[src/rtl/dkat_pkg.sv]
// Shared types, widths and codes for the date-keyed accumulate table.
package dkat_pkg;

  localparam int CAPACITY = 64;
  localparam int IDX_W    = $clog2(CAPACITY);
  localparam int CNT_W    = $clog2(CAPACITY + 1);

  localparam int YEAR_W  = 12;
  localparam int MONTH_W = 4;
  localparam int DAY_W   = 5;
  localparam int ADD_W   = 8;
  localparam int HOURS_W = 16;

  localparam int IN_TDATA_W  = 32;
  localparam int OUT_TDATA_W = 40;
  localparam int TUSER_W     = 2;

  localparam logic [HOURS_W-1:0] HOURS_MAX = '1;

  // Request kinds.
  localparam logic [1:0] REQ_ADD    = 2'd0;
  localparam logic [1:0] REQ_LOOKUP = 2'd1;
  localparam logic [1:0] REQ_MAX    = 2'd2;

  // Result status codes.
  localparam logic [1:0] ST_OK        = 2'd0;
  localparam logic [1:0] ST_APPENDED  = 2'd1;
  localparam logic [1:0] ST_FULL      = 2'd2;
  localparam logic [1:0] ST_NOT_FOUND = 2'd3;

  typedef struct packed {
    logic                justified;
    logic [HOURS_W-1:0]  hours;
    logic [DAY_W-1:0]    day;
    logic [MONTH_W-1:0]  month;
    logic [YEAR_W-1:0]   year;
  } rec_t;

endpackage

[src/rtl/date_keyed_accumulate_table.sv]
// Date-keyed accumulate table: record memory, scan sequencer and output register.
//
// Usage: one request beat enters on the in_ channel (in_tuser = request kind,
// in_tdata = date key, hours and flag). Every request returns exactly one
// result beat on the out_ channel (out_tuser = status, out_tdata = record).
// Add merges hours into the record with an equal date (saturating at 65535)
// or appends a new record; lookup returns the record for a date; max returns
// the first unflagged record with the most hours.
// The records sit in one single-port-write, one-read synchronous memory with
// a registered read. An add, lookup or max request walks the stored records
// one per cycle through a two-stage read/compare pipeline; an add or lookup
// stops at the first equal date. With a free output register, in_tready
// returns in the same cycle that the result beat becomes valid.
// The next request is accepted as soon as the previous result has moved into
// the output register, even while that result still waits for out_tready.
// If the receiver stalls, the finished result holds in the sequencer until
// the output register frees up, and in_tready stays low meanwhile.
// Reset (rst_n low, synchronous) empties the table by clearing the record
// count; the memory itself needs no clearing pass, since only records below
// the count are ever examined.
module date_keyed_accumulate_table (
  input  logic                               clk,
  input  logic                               rst_n,
  input  logic                               in_tvalid,
  output logic                               in_tready,
  // [11:0] year, [15:12] month, [20:16] day, [28:21] hours, [29] justified
  input  logic [dkat_pkg::IN_TDATA_W-1:0]    in_tdata,
  // [1:0] req_type
  input  logic [dkat_pkg::TUSER_W-1:0]       in_tuser,
  output logic                               out_tvalid,
  input  logic                               out_tready,
  // [11:0] out_year, [15:12] out_month, [20:16] out_day, [36:21] out_hours,
  // [37] out_justified
  output logic [dkat_pkg::OUT_TDATA_W-1:0]   out_tdata,
  // [1:0] status
  output logic [dkat_pkg::TUSER_W-1:0]       out_tuser
);
  import dkat_pkg::*;

  typedef enum logic [1:0] {
    S_IDLE,
    S_SCAN,
    S_EMIT
  } state_t;

  // Record memory.
  rec_t              mem [CAPACITY];
  rec_t              rd_data_r;
  logic [IDX_W-1:0]  rd_addr;
  logic              mem_we;
  logic [IDX_W-1:0]  mem_wa;
  rec_t              mem_wd;

  state_t            state_r, state_nxt;
  logic [CNT_W-1:0]  count_r, count_nxt;
  logic [CNT_W-1:0]  issue_r, issue_nxt;
  logic              chk_vld_r, chk_vld_nxt;
  logic [IDX_W-1:0]  chk_idx_r, chk_idx_nxt;
  logic [1:0]        req_r, req_nxt;
  rec_t              key_r, key_nxt;
  logic              best_vld_r, best_vld_nxt;
  rec_t              best_r, best_nxt;
  logic [1:0]        res_st_r, res_st_nxt;
  rec_t              res_r, res_nxt;
  logic              out_vld_r, out_vld_nxt;
  logic [1:0]        out_st_r, out_st_nxt;
  rec_t              out_rec_r, out_rec_nxt;

  logic              key_hit;
  logic [HOURS_W:0]  sum;
  logic [HOURS_W-1:0] sat_hours;
  rec_t              in_rec;

  assign in_tready  = (state_r == S_IDLE);
  assign out_tvalid = out_vld_r;
  assign out_tuser  = out_st_r;
  assign out_tdata  = {{(OUT_TDATA_W - $bits(rec_t)){1'b0}}, out_rec_r};

  always_comb begin
    in_rec.year      = in_tdata[11:0];
    in_rec.month     = in_tdata[15:12];
    in_rec.day       = in_tdata[20:16];
    in_rec.hours     = {{(HOURS_W - ADD_W){1'b0}}, in_tdata[28:21]};
    in_rec.justified = in_tdata[29];
  end

  assign key_hit = (rd_data_r.year == key_r.year) && (rd_data_r.month == key_r.month) &&
                   (rd_data_r.day == key_r.day);
  assign sum       = {1'b0, rd_data_r.hours} + {1'b0, key_r.hours};
  assign sat_hours = sum[HOURS_W] ? HOURS_MAX : sum[HOURS_W-1:0];
  assign rd_addr   = issue_r[IDX_W-1:0];

  always_comb begin
    state_nxt    = state_r;
    count_nxt    = count_r;
    issue_nxt    = issue_r;
    chk_vld_nxt  = chk_vld_r;
    chk_idx_nxt  = chk_idx_r;
    req_nxt      = req_r;
    key_nxt      = key_r;
    best_vld_nxt = best_vld_r;
    best_nxt     = best_r;
    res_st_nxt   = res_st_r;
    res_nxt      = res_r;
    out_vld_nxt  = out_vld_r;
    out_st_nxt   = out_st_r;
    out_rec_nxt  = out_rec_r;
    mem_we       = 1'b0;
    mem_wa       = chk_idx_r;
    mem_wd       = key_r;

    if (out_vld_r && out_tready) begin
      out_vld_nxt = 1'b0;
    end

    case (state_r)
      S_IDLE: begin
        if (in_tvalid) begin
          req_nxt      = in_tuser;
          key_nxt      = in_rec;
          issue_nxt    = '0;
          chk_vld_nxt  = 1'b0;
          best_vld_nxt = 1'b0;
          if (in_tuser == REQ_ADD || in_tuser == REQ_LOOKUP || in_tuser == REQ_MAX) begin
            state_nxt = S_SCAN;
          end else begin
            res_st_nxt = ST_NOT_FOUND;
            res_nxt    = '0;
            state_nxt  = S_EMIT;
          end
        end
      end

      S_SCAN: begin
        // Stage one: issue the next read while records remain.
        chk_vld_nxt = (issue_r < count_r);
        chk_idx_nxt = issue_r[IDX_W-1:0];
        if (issue_r < count_r) begin
          issue_nxt = issue_r + 1'b1;
        end

        // Stage two: examine the record read in the previous cycle.
        if (chk_vld_r) begin
          if (req_r == REQ_MAX) begin
            if (!rd_data_r.justified &&
                (!best_vld_r || (rd_data_r.hours > best_r.hours))) begin
              best_vld_nxt = 1'b1;
              best_nxt     = rd_data_r;
            end
          end else if (key_hit) begin
            res_st_nxt = ST_OK;
            res_nxt    = rd_data_r;
            if (req_r == REQ_ADD) begin
              res_nxt.hours = sat_hours;
              mem_we        = 1'b1;
              mem_wa        = chk_idx_r;
              mem_wd        = rd_data_r;
              mem_wd.hours  = sat_hours;
            end
            state_nxt = S_EMIT;
          end
        end else if (issue_r == count_r) begin
          // Every record has been examined without an early match.
          state_nxt = S_EMIT;
          if (req_r == REQ_MAX) begin
            res_st_nxt = best_vld_r ? ST_OK : ST_NOT_FOUND;
            res_nxt    = best_vld_r ? best_r : '0;
          end else if (req_r == REQ_LOOKUP) begin
            res_st_nxt = ST_NOT_FOUND;
            res_nxt    = '0;
          end else if (count_r < CNT_W'(CAPACITY)) begin
            mem_we     = 1'b1;
            mem_wa     = count_r[IDX_W-1:0];
            mem_wd     = key_r;
            count_nxt  = count_r + 1'b1;
            res_st_nxt = ST_APPENDED;
            res_nxt    = key_r;
          end else begin
            res_st_nxt = ST_FULL;
            res_nxt    = '0;
          end
        end
      end

      S_EMIT: begin
        if (!out_vld_r || out_tready) begin
          out_vld_nxt = 1'b1;
          out_st_nxt  = res_st_r;
          out_rec_nxt = res_r;
          state_nxt   = S_IDLE;
        end
      end

      default: begin
        state_nxt = S_IDLE;
      end
    endcase
  end

  always_ff @(posedge clk) begin
    if (mem_we) begin
      mem[mem_wa] <= mem_wd;
    end
    rd_data_r <= mem[rd_addr];
  end

  always_ff @(posedge clk) begin
    if (!rst_n) begin
      state_r    <= S_IDLE;
      count_r    <= '0;
      issue_r    <= '0;
      chk_vld_r  <= 1'b0;
      best_vld_r <= 1'b0;
      out_vld_r  <= 1'b0;
    end else begin
      state_r    <= state_nxt;
      count_r    <= count_nxt;
      issue_r    <= issue_nxt;
      chk_vld_r  <= chk_vld_nxt;
      best_vld_r <= best_vld_nxt;
      out_vld_r  <= out_vld_nxt;
    end
    chk_idx_r <= chk_idx_nxt;
    req_r     <= req_nxt;
    key_r     <= key_nxt;
    best_r    <= best_nxt;
    res_st_r  <= res_st_nxt;
    res_r     <= res_nxt;
    out_st_r  <= out_st_nxt;
    out_rec_r <= out_rec_nxt;
  end

endmodule

[config.mk]
export PLATFORM = sky130hd
export DESIGN_NAME = date_keyed_accumulate_table
export DESIGN_NICKNAME = d
export VERILOG_FILES = /design/src/rtl/dkat_pkg.sv /design/src/rtl/date_keyed_accumulate_table.sv
export SDC_FILE = /design/constraint.sdc
export NUM_CORES = 2
export LEC_CHECK = 0
export BUFFER_PORTS_ARGS = -buffer_cell sky130_fd_sc_hd__buf_2
export CAP_MARGIN = 20
export CORE_MARGIN = 2
export CORE_UTILIZATION = 68
export CTS_CLUSTER_DIAMETER = 30
export CTS_CLUSTER_SIZE = 16
export DETAILED_ROUTE_END_ITERATION = 10
export HOLD_SLACK_MARGIN = 0.02
export PLACE_DENSITY = 0.91
export SYNTH_ARGS = -nofsm -noshare
export SYNTH_HDL_FRONTEND = slang
export SYNTH_SLANG_ARGS = --single-unit
[constraint.sdc]
create_clock -name clk -period 10.05 [get_ports clk]
set_clock_uncertainty 0.1 [all_clocks]
set_input_delay 1.5075 -clock clk [delete_from_list [all_inputs] [get_ports clk]]
set_output_delay 1.5075 -clock clk [all_outputs]
set_load 0.005 [all_outputs]
==> reports/results.tsv, run 1 <==
metric	value	unit
status	aborted with a tool error	
Last stage	global routing	
Err	[ERROR GRT-0232] Routing congestion too high. Check the congestion heatmap in the GUI.	
Port Buffer Count	77	
Synth area leaders	edfxtp_1, mux4_2, dfxtp_1	
Syn Area/Cell	22.48	µm²
Yosys warning count	0	
largest net degree at the start of global routing	134	
Cell variety after synth	67	
Synth area leader	edfxtp_1	
Die Y-Extent	390.9	µm
Clock Tree Root	clkbuf_16	
initial antenna violation count	106	
Longest Clk Path Bufs	4	
H-tree depth	5	
Post-synth EDFFs	2588	
RD Place Congestion	0.8947	
post-synthesis sequential area ratio	0.7748	
Seq cells post-synth	2645	
io pins	82	
Num CTS Buffers	424	
CTS Hold Bufs	0	
Main synth FF type	edfxtp_1	
Initial Util	0.6868	
Post-synth ARST share	0	
Post-Syn Instances	4527	
CTS resizes	0	
die width	390.9	µm
Synth Cell Area	0.1018	mm²
GRT overflow	64	
DP HPWL	151800	µm
Post-CTS Setup Inserts	0	
post-synth top area share	0.7636	
Row Count	141	
Placement Setup Slack	3.772	ns
clock sinks	2645	
GRT Util Overall	0.6665	
## kinds of logic after synthesis
kind of cell    synth area share
flops                     0.7748
fa+ha+maj               0.004254
simple gates             0.01740
mux                       0.1621
other cells           0.00003685
buf+inv                  0.01453
xor+xnor                0.003012
compound gates           0.02387
## synthesized netlist by cell type (10+ instances only)
library cell	instances
buf_2	72
o22ai_1	18
dfxtp_1	57
nor2_1	133
ha_1	33
buf_4	38
a22oi_1	31
mux2_2	24
nor2b_1	51
mux2i_1	91
nand2b_1	19
a21o_1	10
clkbuf_1	102
nand3_1	20
buf_1	30
xnor2_1	11
a21oi_1	62
mux4_2	680
and2_1	15
nor3_1	22
a221oi_1	10
inv_1	57
a222oi_1	22
nand4_1	12
a211oi_1	64
buf_6	11
xor2_1	24
nand2_1	60
edfxtp_1	2588
a31oi_1	13
o21ai_0	38
## routing by layer
metal  global-route usage  GRT overflow
met1               0.6860             4
met2               0.8106            30
met3               0.5481             0
met4               0.5938            30
met5               0.2705             0
## metrics by stage
stage / cell area, µm² / std cells
CTS: 119600 / 7204
detailed placement: 105300 / 6432
global placement: 105300 / 6432
floorplan: 101800 / 4528
==> run 2, diff against run 1 <==
CORE_UTILIZATION = 40   (was 68)
CTS_CLUSTER_DIAMETER = not set   (was 30)
CTS_CLUSTER_SIZE = not set   (was 16)
HOLD_SLACK_MARGIN = not set   (was 0.02)
PLACE_DENSITY = not set   (was 0.91)
PLACE_DENSITY_LB_ADDON = 0.15   (was not set)
==> run 2 against run 1 <==
The flow now finishes without violations. Synthesized area is the same. Synthesized cell count stayed put.
==> reports/results.tsv, run 2 <==
metric	value	unit	change
commonest cells after routing, fill and taps aside	edfxtp_1, mux4_2, clkbuf_16		
Row Count	185		was 141
Longest Clk Path Bufs	4		unchanged
kind of critical path	flip-flop to flip-flop		
io pins	82		unchanged
die width	508.4	µm	was 390.9 µm
Num CTS Buffers	292		was 424
Synth area leader	edfxtp_1		unchanged
Syn Area/Cell	22.48	µm²	unchanged
Yosys warning count	0		unchanged
power per cell area	199.3	mW/mm²	
max FFs per register	2432		
GRT overflow	0		
Routed Antenna Nets	0		
Hold Path Class	flip-flop to flip-flop		
GRT Util Overall	0.2076		
Main synth FF type	edfxtp_1		unchanged
Worst Setup Start Kind	flip-flop		
first-pass GRT wire length	376600	µm	
largest net degree at the start of global routing	115		
RD Place Congestion	0.7942		was 0.8947
Critical Path, Cell by Cell	inv_1, ha_1, nand3_1, nor2_1, and2_1, mux2i_1, nand2_1, nor2_4, buf_4		
DRC	0		
largest reg by FF count	mem		
Cell variety after synth	67		unchanged
clock-pin slew on the worst setup and hold paths	0.06	ns	
1st-iter DRT viols	5395		
most common cell in the netlist	edfxtp_1		unchanged
die area	0.2585	mm²	
Layout area overhead	14.22	%	
post-synthesis sequential area ratio	0.7748		unchanged
Initial Util	0.4015		was 0.6868
Min Clock Period, post-route	5.731	ns	
fmax	174.5	MHz	
post-synth top area share	0.7636		unchanged
CTS Hold Bufs	0		unchanged
number of fill cells	21050		
Seq cells post-synth	2645		unchanged
Vias	48160		
Post-Syn Instances	4527		unchanged
Core Region	0.2535	mm²	
Final Power	23160	µW	
DR WL/cell	32.04	µm	
WP data required	10.53	ns	
crit path max fanout	25		
vias in the first global route	48800		
Clock Tree Root	clkbuf_16		unchanged
Pleak	0.03381	µW	
layout cells sized above 1	0.2878		
clock sinks	2645		unchanged
Post-synth EDFFs	2588		unchanged
CP max stage delay	1.03	ns	
Post-CTS Setup Inserts	0		unchanged
Slew Limit Headroom	0.1571		
drt pass-1 iters	7		
Synth Cell Area	0.1018	mm²	unchanged
final setup violation count	0		
Post-synth ARST share	0		unchanged
Critical Path AT	6.21	ns	
Worst path slowest cell	nor2_4		
Max Cap Violations	0		
setup slack after layout	4.319	ns	
Port Buffer Count	77		unchanged
status	complete, no violations		was aborted with a tool error
Post-Route WL	268700	µm	
top cells by instance count after synthesis	edfxtp_1, mux4_2, nor2_1		unchanged
Die Y-Extent	508.4	µm	was 390.9 µm
DP HPWL	142400	µm	was 151800 µm
most common cell after layout, fill and taps aside	edfxtp_1		
Final Max Slew Viols	0		
slack of the worst reg-to-reg path	4.32	ns	
Final Hold Fails	0		
H-tree depth	5		unchanged
RSZ-0062 raised after global routing	no		
hold slack	0.3177	ns	
initial antenna violation count	9		
CTS resizes	0		unchanged
Final TNS setup	0	ns	
Worst VDD drop	0.0002029	V	
Synth area leaders	edfxtp_1, mux4_2, dfxtp_1		unchanged
layout net count	4892		
CTS tree	yes		
clock latency on the worst-skew pair	0.94	ns	
Vias/cell	5.743		
Placement Setup Slack	4.322	ns	was 3.772 ns
fin crit share	0.5702		
nature of the critical path endpoint	flip-flop		
Slew @ Worst Pin	1.264	ns	
run 2: kinds of logic (layout without fill, tap and decap cells):
kind of cell,after synthesis,count (layout),synth area share
buf+inv,310,796,0.01453
flops,2645,2645,0.7748
other cells,1,8,0.00003685
compound gates,342,342,0.02387
simple gates,365,365,0.01740
xor+xnor,35,35,0.003012
mux,795,795,0.1621
fa+ha+maj,34,34,0.004254
run 2: through the flow:
stage / util / cells / cell area [µm²]
3_3_place_gp: 0.4230 / 7885 / 107200
3_5_place_dp: 0.4230 / 7886 / 107200
4_1_cts: 0.4583 / 8374 / 116200
2_1_floorplan: - / 4528 / 101800
5_1_grt: 0.4586 / 8381 / 116200
6_report: 0.4586 / 8386 / 116200
run 2: cell type report:
class                   instances  area (µm²)  share of cell area
multi-input cells            1573       22170              0.1907
inverters                      57       214.0            0.001841
repair buffers                251        1822             0.01567
flip-flops and latches       2645       78880              0.6785
clock inverters               115        1040            0.008944
diodes                          6       15.01           0.0001292
clock buffers                 373        7901             0.06797
well taps                    3366        4212             0.03623
run 2: final timing paths:
check / to / startpoint / depth (start not counted)
worst min-delay path: out_tdata[17]$_DFFE_PP_ / res_r[17]$_SDFFCE_PN0P_ / 0
worst max-delay path: mem[3][26]$_DFFE_PP_ / issue_r[0]$_SDFFE_PN0P_ / 9
worst max register to register: mem[3][26]$_DFFE_PP_ / issue_r[0]$_SDFFE_PN0P_ / 9
worst min register to register: out_tdata[17]$_DFFE_PP_ / res_r[17]$_SDFFCE_PN0P_ / 0
run 2: layer usage:
layer | vias up | share of wire | track usage
met4 | 0 | 0.026 | 0.06016
li1 | 19770 | - | -
met3 | 343 | 0.075 | 0.04616
met2 | 1739 | 0.46 | 0.3163
met1 | 26310 | 0.44 | 0.3006
met5 | - | 0 | 0
run 2: worst max-delay path, delay by kind of cell (launching register included):
| family | cells | cell delay, ns |
|---|---|---|
| flops | 1 | 0.65 |
| fa+ha+maj | 1 | 0.33 |
| mux | 1 | 0.43 |
| simple gates | 5 | 3.02 |
| buf+inv | 2 | 0.76 |
run 2: power breakdown:
part / total [µW] / switching [µW] / internal [µW]
clock: 10200 / 4190 / 5980
combinational: 715 / 489 / 225
sequential: 12300 / 38.5 / 12200
total: 23200 / 4720 / 18400
Power figures use the tool's default switching activity.
